==> src/rtl/assert_macros.svh <==
`ifndef ASSERT_MACROS_SVH
`define ASSERT_MACROS_SVH

// implication checked at every rising edge outside reset
`define ASSERT_CLK(label, clk, rst_n, prop, msg) \
    label: assert property (@(posedge clk) disable iff (!rst_n) (prop)) else $error(msg);

// condition that must never be seen outside reset
`define ASSERT_NEVER(label, clk, rst_n, cond, msg) \
    label: assert property (@(posedge clk) disable iff (!rst_n) !(cond)) else $error(msg);

`endif

==> src/rtl/rsc_pkg.sv <==
`timescale 1ns / 1ps

package rsc_pkg;

    // field and register widths
    localparam int BASE_W    = 6;
    localparam int CHAR_W    = 8;
    localparam int COUNT_W   = 7;
    localparam int CFG_IDX_W = 2;

    // register indexes on the config port
    localparam logic [CFG_IDX_W-1:0] CFG_SRC_BASE = 2'd0;
    localparam logic [CFG_IDX_W-1:0] CFG_TGT_BASE = 2'd1;

    // base register reset values and clamp limits
    localparam logic [BASE_W-1:0] SRC_BASE_RST = 6'd10;
    localparam logic [BASE_W-1:0] TGT_BASE_RST = 6'd16;
    localparam logic [BASE_W-1:0] BASE_MIN     = 6'd2;
    localparam logic [BASE_W-1:0] BASE_MAX     = 6'd36;

    // character codes
    localparam logic [CHAR_W-1:0] CH_ZERO    = 8'h30;
    localparam logic [CHAR_W-1:0] CH_NINE    = 8'h39;
    localparam logic [CHAR_W-1:0] CH_UPPER_A = 8'h41;
    localparam logic [CHAR_W-1:0] CH_UPPER_Z = 8'h5A;
    localparam logic [CHAR_W-1:0] CH_LOWER_A = 8'h61;
    localparam logic [CHAR_W-1:0] CH_LOWER_Z = 8'h7A;
    localparam logic [CHAR_W-1:0] DIGIT_TEN  = 8'd10;

    // input beat
    typedef struct packed {
        logic [CHAR_W-1:0] char_code;
        logic              is_last;
    } t_in_item;

    // result beat
    typedef struct packed {
        logic [CHAR_W-1:0] digit_char;
        logic              empty_res;
        logic              last_digit;
    } t_out_item;

    // command from the sequencer to the emitter
    typedef struct packed {
        logic               start;
        logic               empty;
        logic [COUNT_W-1:0] count;
    } t_emit_cmd;

    // digit store write
    typedef struct packed {
        logic              en;
        logic [5:0]        addr;
        logic [BASE_W-1:0] digit;
    } t_store_wr;

    // top level sequencer states
    typedef enum logic [2:0] {
        S_IDLE,
        S_MAC,
        S_DIV,
        S_EMIT
    } t_state;

endpackage

==> src/rtl/rsc_mac.sv <==
`timescale 1ns / 1ps

module rsc_mac #(
    parameter int VALUE_WIDTH = 64
) (
    input  logic                          i_clk,
    input  logic                          i_rst_n,
    input  logic                          i_start,
    input  logic                          i_clear,
    input  logic [rsc_pkg::BASE_W-1:0]    i_base,
    input  logic [rsc_pkg::BASE_W-1:0]    i_digit,
    output logic                          o_done,
    output logic [VALUE_WIDTH-1:0]        o_acc
);
    import rsc_pkg::*;

    localparam int STEP_W = $clog2(BASE_W);

    logic [VALUE_WIDTH-1:0] r_acc, n_acc;
    logic [VALUE_WIDTH-1:0] r_sum, n_sum;
    logic [BASE_W-1:0]      r_bits, n_bits;
    logic [BASE_W-1:0]      r_digit, n_digit;
    logic [STEP_W-1:0]      r_step, n_step;
    logic                   r_busy, n_busy;
    logic                   r_done, n_done;
    logic                   last_step;

    // one base bit per cycle, msb first: sum = 2*sum + bit*acc, digit on the last step
    always_comb begin
        last_step = (r_step == STEP_W'(BASE_W - 1));
        n_acc     = r_acc;
        n_sum     = r_sum;
        n_bits    = r_bits;
        n_digit   = r_digit;
        n_step    = r_step;
        n_busy    = r_busy;
        n_done    = 1'b0;
        if (i_clear) begin
            n_acc = '0;
        end
        if (i_start) begin
            n_sum   = '0;
            n_bits  = i_base;
            n_digit = i_digit;
            n_step  = '0;
            n_busy  = 1'b1;
        end else if (r_busy) begin
            n_sum  = {r_sum[VALUE_WIDTH-2:0], 1'b0}
                   + (r_bits[BASE_W-1] ? r_acc : '0)
                   + (last_step ? VALUE_WIDTH'(r_digit) : '0);
            n_bits = {r_bits[BASE_W-2:0], 1'b0};
            n_step = r_step + 1'b1;
            if (last_step) begin
                n_acc  = n_sum;
                n_busy = 1'b0;
                n_done = 1'b1;
            end
        end
    end

    // control and accumulator state
    always_ff @(posedge i_clk) begin
        if (!i_rst_n) begin
            r_acc  <= '0;
            r_busy <= 1'b0;
            r_done <= 1'b0;
            r_step <= '0;
        end else begin
            r_acc  <= n_acc;
            r_busy <= n_busy;
            r_done <= n_done;
            r_step <= n_step;
        end
    end

    // datapath shift registers
    always_ff @(posedge i_clk) begin
        r_sum   <= n_sum;
        r_bits  <= n_bits;
        r_digit <= n_digit;
    end

    assign o_done = r_done;
    assign o_acc  = r_acc;

endmodule

==> src/rtl/rsc_div.sv <==
`timescale 1ns / 1ps

module rsc_div #(
    parameter int VALUE_WIDTH = 64
) (
    input  logic                          i_clk,
    input  logic                          i_rst_n,
    input  logic                          i_start,
    input  logic                          i_load,
    input  logic [VALUE_WIDTH-1:0]        i_value,
    input  logic [rsc_pkg::BASE_W-1:0]    i_base,
    output logic                          o_done,
    output logic                          o_zero,
    output logic [rsc_pkg::BASE_W-1:0]    o_digit
);
    import rsc_pkg::*;

    localparam int CNT_W = $clog2(VALUE_WIDTH);

    logic [VALUE_WIDTH-1:0] r_quo, n_quo;
    logic [BASE_W-1:0]      r_rem, n_rem;
    logic [BASE_W-1:0]      r_base, n_base;
    logic [CNT_W-1:0]       r_cnt, n_cnt;
    logic                   r_busy, n_busy;
    logic                   r_done, n_done;
    logic [BASE_W:0]        rem_sh;
    logic                   ge;

    // restoring division, one dividend bit per cycle; remainder stays below the base
    always_comb begin
        rem_sh = {r_rem, r_quo[VALUE_WIDTH-1]};
        ge     = (rem_sh >= {1'b0, r_base});
        n_quo  = r_quo;
        n_rem  = r_rem;
        n_base = r_base;
        n_cnt  = r_cnt;
        n_busy = r_busy;
        n_done = 1'b0;
        if (i_start) begin
            if (i_load) begin
                n_quo = i_value;
            end
            n_rem  = '0;
            n_base = i_base;
            n_cnt  = '0;
            n_busy = 1'b1;
        end else if (r_busy) begin
            n_rem = ge ? BASE_W'(rem_sh - {1'b0, r_base}) : BASE_W'(rem_sh);
            n_quo = {r_quo[VALUE_WIDTH-2:0], ge};
            n_cnt = r_cnt + 1'b1;
            if (r_cnt == CNT_W'(VALUE_WIDTH - 1)) begin
                n_busy = 1'b0;
                n_done = 1'b1;
            end
        end
    end

    // control state
    always_ff @(posedge i_clk) begin
        if (!i_rst_n) begin
            r_busy <= 1'b0;
            r_done <= 1'b0;
            r_cnt  <= '0;
        end else begin
            r_busy <= n_busy;
            r_done <= n_done;
            r_cnt  <= n_cnt;
        end
    end

    // quotient and remainder shift registers
    always_ff @(posedge i_clk) begin
        r_quo  <= n_quo;
        r_rem  <= n_rem;
        r_base <= n_base;
    end

    assign o_done  = r_done;
    assign o_zero  = (r_quo == '0);
    assign o_digit = r_rem;

endmodule

==> src/rtl/rsc_emit.sv <==
`timescale 1ns / 1ps

module rsc_emit #(
    parameter int MAX_DIGITS = 64
) (
    input  logic                   i_clk,
    input  logic                   i_rst_n,
    input  rsc_pkg::t_store_wr     i_wr,
    input  rsc_pkg::t_emit_cmd     i_cmd,
    output logic                   o_strobe,
    output rsc_pkg::t_out_item     o_res,
    output logic                   o_done
);
    import rsc_pkg::*;

    localparam int ADDR_W = $clog2(MAX_DIGITS);

    logic [BASE_W-1:0] r_mem [MAX_DIGITS];
    logic [BASE_W-1:0] r_q;
    logic [ADDR_W-1:0] r_addr, n_addr;
    logic              r_active, n_active;
    logic              r_rd_vld, n_rd_vld;
    logic              r_rd_last, n_rd_last;
    logic              r_empty_vld, n_empty_vld;

    // digit value to upper-case character
    function automatic logic [CHAR_W-1:0] to_ascii(input logic [BASE_W-1:0] d);
        logic [CHAR_W-1:0] dw;
        dw = CHAR_W'(d);
        return (dw < DIGIT_TEN) ? dw + CH_ZERO : dw - DIGIT_TEN + CH_UPPER_A;
    endfunction

    // digit store, written by the divider, read most significant first
    always_ff @(posedge i_clk) begin
        if (i_wr.en) begin
            r_mem[i_wr.addr[ADDR_W-1:0]] <= i_wr.digit;
        end
        r_q <= r_mem[r_addr];
    end

    // read sequencer walking the store downward
    always_comb begin
        n_addr      = r_addr;
        n_active    = r_active;
        n_rd_vld    = 1'b0;
        n_rd_last   = 1'b0;
        n_empty_vld = 1'b0;
        if (i_cmd.start) begin
            if (i_cmd.empty) begin
                n_empty_vld = 1'b1;
            end else begin
                n_addr   = ADDR_W'(i_cmd.count - 1'b1);
                n_active = 1'b1;
            end
        end else if (r_active) begin
            n_rd_vld  = 1'b1;
            n_rd_last = (r_addr == '0);
            if (r_addr == '0) begin
                n_active = 1'b0;
            end else begin
                n_addr = r_addr - 1'b1;
            end
        end
    end

    always_ff @(posedge i_clk) begin
        if (!i_rst_n) begin
            r_active    <= 1'b0;
            r_rd_vld    <= 1'b0;
            r_rd_last   <= 1'b0;
            r_empty_vld <= 1'b0;
            r_addr      <= '0;
        end else begin
            r_active    <= n_active;
            r_rd_vld    <= n_rd_vld;
            r_rd_last   <= n_rd_last;
            r_empty_vld <= n_empty_vld;
            r_addr      <= n_addr;
        end
    end

    // result beat
    assign o_strobe         = r_rd_vld | r_empty_vld;
    assign o_res.digit_char = r_empty_vld ? '0 : to_ascii(r_q);
    assign o_res.empty_res  = r_empty_vld;
    assign o_res.last_digit = r_empty_vld | r_rd_last;
    assign o_done           = o_strobe & o_res.last_digit;

endmodule

==> src/rtl/radix_string_converter_unit.sv <==
`timescale 1ns / 1ps
// channel   ports                                        handshake
// -------   -------------------------------------------  -------------------------------
// input     i_start, o_busy, i_in                        beat taken when i_start & !o_busy
// result    o_strobe, o_res                              beat valid for one cycle, no stall
// config    i_cfg_valid, o_cfg_ready, i_cfg_index/data   write when valid & ready
//
// a character is taken; the accumulator is multiplied bit-serially by the source base
// (one base bit per cycle through a VALUE_WIDTH shift-and-add), the digit is added, then
// finished. a last character then runs the restoring divider once per output digit, then
// reads the digit store and sends the beats; a zero value sends one empty beat instead.
// synchronous active-low reset clears the accumulator and all control; digit store
// is not cleared. results cannot be stalled; o_busy stays high until the last beat.
`include "assert_macros.svh"

module radix_string_converter_unit #(
    parameter int VALUE_WIDTH = 64,
    parameter int MAX_DIGITS  = 64
) (
    input  logic                             i_clk,
    input  logic                             i_rst_n,
    input  logic                             i_start,
    output logic                             o_busy,
    input  rsc_pkg::t_in_item                i_in,
    output logic                             o_strobe,
    output rsc_pkg::t_out_item               o_res,
    input  logic                             i_cfg_valid,
    output logic                             o_cfg_ready,
    input  logic [rsc_pkg::CFG_IDX_W-1:0]    i_cfg_index,
    input  logic [rsc_pkg::BASE_W-1:0]       i_cfg_data
);
    import rsc_pkg::*;

    t_state             r_state, n_state;
    logic [BASE_W-1:0]  r_src_base, r_tgt_base;
    logic [COUNT_W-1:0] r_cnt, n_cnt;
    logic               r_last, n_last;
    logic               accept;
    logic               mac_start, mac_clear, mac_done;
    logic [VALUE_WIDTH-1:0] mac_acc;
    logic               div_start, div_load, div_done, div_zero;
    logic [BASE_W-1:0]  div_digit;
    logic [BASE_W-1:0]  in_digit;
    logic [COUNT_W-1:0] cnt_inc;
    t_emit_cmd          emit_cmd;
    t_store_wr          store_wr;
    logic               emit_done;

    // base register limited to the supported range
    function automatic logic [BASE_W-1:0] clamp_base(input logic [BASE_W-1:0] b);
        if (b < BASE_MIN) begin
            return BASE_MIN;
        end else if (b > BASE_MAX) begin
            return BASE_MAX;
        end
        return b;
    endfunction

    // character to digit value, anything else counts as zero
    function automatic logic [BASE_W-1:0] char_value(input logic [CHAR_W-1:0] c);
        if (c inside {[CH_ZERO:CH_NINE]}) begin
            return BASE_W'(c - CH_ZERO);
        end else if (c inside {[CH_LOWER_A:CH_LOWER_Z]}) begin
            return BASE_W'(c - CH_LOWER_A + DIGIT_TEN);
        end else if (c inside {[CH_UPPER_A:CH_UPPER_Z]}) begin
            return BASE_W'(c - CH_UPPER_A + DIGIT_TEN);
        end
        return '0;
    endfunction

    assign o_busy      = (r_state != S_IDLE);
    assign accept      = i_start & ~o_busy;
    assign o_cfg_ready = 1'b1;
    assign in_digit    = char_value(i_in.char_code);
    assign cnt_inc     = r_cnt + 1'b1;

    // config registers
    always_ff @(posedge i_clk) begin
        if (!i_rst_n) begin
            r_src_base <= SRC_BASE_RST;
            r_tgt_base <= TGT_BASE_RST;
        end else if (i_cfg_valid && o_cfg_ready) begin
            case (i_cfg_index)
                CFG_SRC_BASE: r_src_base <= i_cfg_data;
                CFG_TGT_BASE: r_tgt_base <= i_cfg_data;
                default: ;
            endcase
        end
    end

    // sequencer: multiply-accumulate; on a last character divide unless zero, then emit
    always_comb begin
        n_state   = r_state;
        n_cnt     = r_cnt;
        n_last    = r_last;
        mac_start = 1'b0;
        mac_clear = 1'b0;
        div_start = 1'b0;
        div_load  = 1'b0;
        emit_cmd  = '0;
        store_wr  = '0;
        case (r_state)
            S_IDLE: begin
                if (accept) begin
                    mac_start = 1'b1;
                    n_last    = i_in.is_last;
                    n_state   = S_MAC;
                end
            end
            S_MAC: begin
                if (mac_done) begin
                    if (!r_last) begin
                        n_state = S_IDLE;
                    end else if (mac_acc == '0) begin
                        mac_clear      = 1'b1;
                        emit_cmd.start = 1'b1;
                        emit_cmd.empty = 1'b1;
                        n_state        = S_EMIT;
                    end else begin
                        mac_clear = 1'b1;
                        div_start = 1'b1;
                        div_load  = 1'b1;
                        n_cnt     = '0;
                        n_state   = S_DIV;
                    end
                end
            end
            S_DIV: begin
                if (div_done) begin
                    store_wr.en    = 1'b1;
                    store_wr.addr  = r_cnt[5:0];
                    store_wr.digit = div_digit;
                    n_cnt          = cnt_inc;
                    if (div_zero || cnt_inc == COUNT_W'(MAX_DIGITS)) begin
                        emit_cmd.start = 1'b1;
                        emit_cmd.count = cnt_inc;
                        n_state        = S_EMIT;
                    end else begin
                        div_start = 1'b1;
                    end
                end
            end
            S_EMIT: begin
                if (emit_done) begin
                    n_state = S_IDLE;
                end
            end
            default: begin
                n_state = S_IDLE;
            end
        endcase
    end

    always_ff @(posedge i_clk) begin
        if (!i_rst_n) begin
            r_state <= S_IDLE;
            r_cnt   <= '0;
            r_last  <= 1'b0;
        end else begin
            r_state <= n_state;
            r_cnt   <= n_cnt;
            r_last  <= n_last;
        end
    end

    rsc_mac #(
        .VALUE_WIDTH (VALUE_WIDTH)
    ) u_mac (
        .i_clk   (i_clk),
        .i_rst_n (i_rst_n),
        .i_start (mac_start),
        .i_clear (mac_clear),
        .i_base  (clamp_base(r_src_base)),
        .i_digit (in_digit),
        .o_done  (mac_done),
        .o_acc   (mac_acc)
    );

    rsc_div #(
        .VALUE_WIDTH (VALUE_WIDTH)
    ) u_div (
        .i_clk   (i_clk),
        .i_rst_n (i_rst_n),
        .i_start (div_start),
        .i_load  (div_load),
        .i_value (mac_acc),
        .i_base  (clamp_base(r_tgt_base)),
        .o_done  (div_done),
        .o_zero  (div_zero),
        .o_digit (div_digit)
    );

    rsc_emit #(
        .MAX_DIGITS (MAX_DIGITS)
    ) u_emit (
        .i_clk    (i_clk),
        .i_rst_n  (i_rst_n),
        .i_wr     (store_wr),
        .i_cmd    (emit_cmd),
        .o_strobe (o_strobe),
        .o_res    (o_res),
        .o_done   (emit_done)
    );

    // checks
    `ASSERT_CLK(a_strobe_busy, i_clk, i_rst_n, o_strobe |-> o_busy, "result beat while idle")
    `ASSERT_CLK(a_accept_busy, i_clk, i_rst_n, accept |=> o_busy, "no busy after input beat")
    `ASSERT_CLK(a_last_idle, i_clk, i_rst_n, (o_strobe && o_res.last_digit) |=> !o_busy,
        "still busy after final beat")
    `ASSERT_NEVER(a_empty_flag, i_clk, i_rst_n,
        o_strobe && o_res.empty_res && (!o_res.last_digit || o_res.digit_char != 8'd0),
        "empty beat malformed")

endmodule
==> config.mk <==
export PLATFORM = sky130hd
export DESIGN_NAME = radix_string_converter_unit
export DESIGN_NICKNAME = d
export VERILOG_FILES = /design/src/rtl/rsc_pkg.sv /design/src/rtl/rsc_mac.sv /design/src/rtl/rsc_div.sv /design/src/rtl/rsc_emit.sv /design/src/rtl/radix_string_converter_unit.sv
export VERILOG_INCLUDE_DIRS = /design/src /design/src/rtl
export SDC_FILE = /design/constraint.sdc
export NUM_CORES = 1
export LEC_CHECK = 0
export CAP_MARGIN = 20
export CORE_UTILIZATION = 64
export CTS_CLUSTER_SIZE = 14
export DETAILED_ROUTE_END_ITERATION = 8
export DONT_BUFFER_PORTS = 1
export GPL_TIMING_DRIVEN = 0
export PLACE_DENSITY = 0.89
export SYNTH_ARGS = -nofsm -noshare
export SYNTH_HDL_FRONTEND = slang
export SYNTH_HIERARCHICAL = 1
export SYNTH_SLANG_ARGS = --single-unit
==> constraint.sdc <==
create_clock -name i_clk -period 8.1 [get_ports i_clk]
set_clock_uncertainty 0.2 [all_clocks]
set_input_delay 1.62 -clock i_clk [delete_from_list [all_inputs] [get_ports i_clk]]
set_output_delay 1.62 -clock i_clk [all_outputs]
set_load 0.01 [all_outputs]
==> out/qor.txt <==
TIMING
--------------------------------------------------------------------------------------------------------
Number of failing setup endpoints in the final timing report                                           0
Setup repair after global routing missed its margin                                                   no
Final setup margin                                                                              2.214 ns
Actual slew at the worst max-slew pin                                                           1.146 ns
Upper clock frequency limit                                                                    169.9 MHz
Final clock period utilization by the worst path                                                  72.66%
Slew headroom                                                                                     23.58%
Count of pins over their slew limit                                                                    0
Min Tclk post-route                                                                             5.886 ns
Total negative setup slack                                                                          0 ns
Number of failing hold endpoints at the final stage                                                    0

WORST HOLD PATH
--------------------------------------------------------------------------------------------------------
Worst hold path cell count                                                                             1
Path type of the worst min-delay path                                                       register to register
Hold Path Origin                                                                            u_mac/r_sum[41]

SETUP PATH
--------------------------------------------------------------------------------------------------------
Delay contributed by the slowest stage of the critical path                                      0.67 ns
Worst path bufs/invs                                                                                   4
Critical path capture point type                                                                register
Critical path launch point type                                                                 register
Largest delay contributor family on the critical path                                       compound AO/OA/AOI/OAI gates
R2R Path Start                                                                              u_mac/r_bits[5]
WP data required                                                                                 8.40 ns
Number of gates on the worst path with buffers counted                                                18
Cells traversed along the worst timing path                                                 clkbuf_1 -> clkbuf_1 -> nand2_1 -> fa_1 -> inv_1 -> ha_1 -> inv_1 -> fa_1 -> and2b_1 -> o2111ai_2 -> nand2_1 -> a41o_2 -> a211o_1 -> a21oi_2 -> o21ai_1 -> a31oi_1 -> xnor2_1 -> a22o_1
Startpoint-to-endpoint class of the critical path                                           register to register
Arrival time worst endpoint                                                                      6.18 ns
R2R cell count                                                                                        18
Crit-path max FO                                                                                      10
Slowest cell on the critical path                                                               clkbuf_1
Launch point of the worst path                                                              u_mac/r_bits[5]

DIE
--------------------------------------------------------------------------------------------------------
Area of the die                                                                              50970 sq um
IO Count                                                                                              34
Area of the core                                                                             49150 sq um
Number of standard-cell rows in the floorplan                                                         81
Die Span Y                                                                                      225.8 um
Effective utilization at floorplan                                                                65.19%
Width of the chip                                                                               225.8 um

FLOW RUN
--------------------------------------------------------------------------------------------------------
Maximum Capacitance Violations                                                                         0

PLACEMENT
--------------------------------------------------------------------------------------------------------
GPL Wtd Cong                                                                                      0.9755
Worst slack, placed                                                                             2.562 ns
HPWL Detailed                                                                                   58400 um
Post-placement cell count                                                                           3188
Buffers added on ports                                                                                 0

CLOCK TREE
--------------------------------------------------------------------------------------------------------
CTS tree                                                                                            done
Post-CTS clock slew at the launch and capture registers of the worst setup and hold paths        0.06 ns
Resized cells post-CTS                                                                                 0
Number of buffers inserted during clock tree synthesis                                                66
Worst-skew pair later-pin latency                                                                0.62 ns
Clock root cell                                                                                clkbuf_16
Buffer count from post-CTS setup fixing                                                                0
Total number of clock tree sinks                                                                     650
Level count of the clock H-tree                                                                        3
CTS Hold Buffers Added                                                                                 0
Maximum count of clock buffers along a single path                                                     3

ROUTE
--------------------------------------------------------------------------------------------------------
Routed length per placed instance                                                               27.37 um
Vias after detailed routing                                                                        23370
Number of detailed-routing iterations run before antenna repair                                        9
Count of unresolved DRC violations after routing                                                       8
DRC violation total after the first TritonRoute iteration                                           3629
Drt via density                                                                                    7.064
Overall routed net length                                                                       90580 um
Final antenna-violating net count                                                                      0

GRT
--------------------------------------------------------------------------------------------------------
Total congestion overflow after global routing                                                         0
Number of global-route vias before repair                                                          22830
Maximum number of pins on one net before global-route repair                                          65
Global-route usage over all layers                                                                35.71%
Initial antenna violation count                                                                        1
Global-route wire length before repair                                                         135100 um

POWER
--------------------------------------------------------------------------------------------------------
Proportion of total power due to net switching                                                    24.82%
Leakage component of the power                                                                  11.72 nW
Internal power summed over all cells                                                          0.005508 W
Share of power burned in registers                                                                 49.5%
Sw Pwr                                                                                        0.001819 W
Maximum vdd ir drop                                                                             155.8 uV
Pwr per Cell Area                                                                           208.1 nW/um^2
Combinational group share of total power                                                            8.9%
Portion of total power attributed to the clock network                                             41.6%

SYNTHESIS
--------------------------------------------------------------------------------------------------------
Warning count from the yosys run                                                                       6
Synth Instances                                                                                     2516
Cell area after technology mapping                                                           32040 sq um
Post-synth net total                                                                                2692
Mean post-synth cell area                                                                    12.74 sq um

OUTCOME
--------------------------------------------------------------------------------------------------------
Run status                                                                                  finished, violations left
Violations in the final reports                                                                      DRC

CELLS AND AREA
--------------------------------------------------------------------------------------------------------
Number of antenna diodes                                                                               0
Layout Area Growth over Synthesis                                                                 9.871%
Layout cell share with drive strength beyond 1                                                    14.33%
Number of nets in the layout                                                                        2771
Filler-free cell count of the finished design                                                       3309

## final cells by class
type	count	area [sq um]
clock inverter	26	250.2
inverter	75	281.5
sequential	650	17680
fill	2939	13950
clock buffer	92	1881
multi-input combinational	1662	13440
buffer	129	668.1
tap	664	830.8
timing repair buffer	11	182.7
## power by group through the flow
stage	registers [W]	clock network (W)	logic (W)
3_5_place_dp	0.00369	0	0.000593
2_1_floorplan	0.00368	0	0.000408
4_1_cts	0.00362	0.00305	0.000614
5_1_grt	0.00363	0.00317	0.000672
3_3_place_gp	0.00369	0	0.000560
6_report	0.00363	0.00305	0.000648
## final timing paths
check | endpoint | slack, ns
worst min-delay path | u_mac/r_sum[41] | 0.28
worst max-delay path | u_mac/r_sum[55] | 2.21
worst min register to register | u_mac/r_sum[41] | 0.28
worst max register to register | u_mac/r_sum[55] | 2.21
## routing by layer
| metal | up-vias | global-route usage [%] | wire length (um) |
|---|---|---|---|
| li1 | 9745 | - | - |
| met1 | 11230 | 46.51 | 32580 |
| met2 | 1946 | 54.30 | 40540 |
| met3 | 453 | 11.24 | 12420 |
| met4 | 0 | 17.45 | 5034 |
| met5 | - | 0 | 0 |
## worst register-to-register path, stage by stage, from the launching register on
cell and delay, ns:
edfxtp_1 0.33, clkbuf_1 0.67, clkbuf_1 0.59, nand2_1 0.14, fa_1 0.51, inv_1 0.06, ha_1 0.24, inv_1 0.11
fa_1 0.24, and2b_1 0.24, o2111ai_2 0.24, nand2_1 0.17, a41o_2 0.36, a211o_1 0.37, a21oi_2 0.41, o21ai_1 0.19
a31oi_1 0.27, xnor2_1 0.18, a22o_1 0.24
## registers in the layout, indices dropped and copies added, names as in the netlist, 3 cells and up
name and flops:
u_mac/r_sum 63, u_div/r_quo 64, r_src_base 6, u_emit/r_mem 384
u_div/r_cnt 6, u_mac/r_step 3, u_emit/r_addr 6, r_tgt_base 6
u_div/r_base 6, u_emit/r_q 6, u_mac/o_acc 64, u_mac/r_digit 6
u_div/o_digit 6, r_cnt 7, u_mac/r_bits 6
## placed cells by master, fill, tap and decap left out, types with 29 or more instances in the layout
master     instances
edfxtp_1         466
ha_1             148
xor2_1            34
clkbuf_16         69
clkbuf_1          97
inv_1             73
nand3_1           33
mux2_2            86
nor2b_1           46
mux2i_1           56
nor4_1            37
dfxtp_1          184
xnor2_1           48
mux4_2            88
nor3b_1           29
nor2_1           209
a21oi_1          133
o21ai_0           72
and2_1            66
a22o_1            73
nand2_1          128
## through the flow
stage	hold WS (ns)	utilization [%]	cell area [sq um]	total power, W
floorplan	0.2363	-	32040	0.004083
global placement	0.2644	66.88	32870	0.004249
detailed placement	0.2736	67.23	33050	0.004287
CTS	0.2832	71.56	35180	0.007292
global route	0.3024	71.63	35210	0.007474
finish	0.2840	71.63	35210	0.007327
Note: power is estimated with default switching activity, not from simulation.
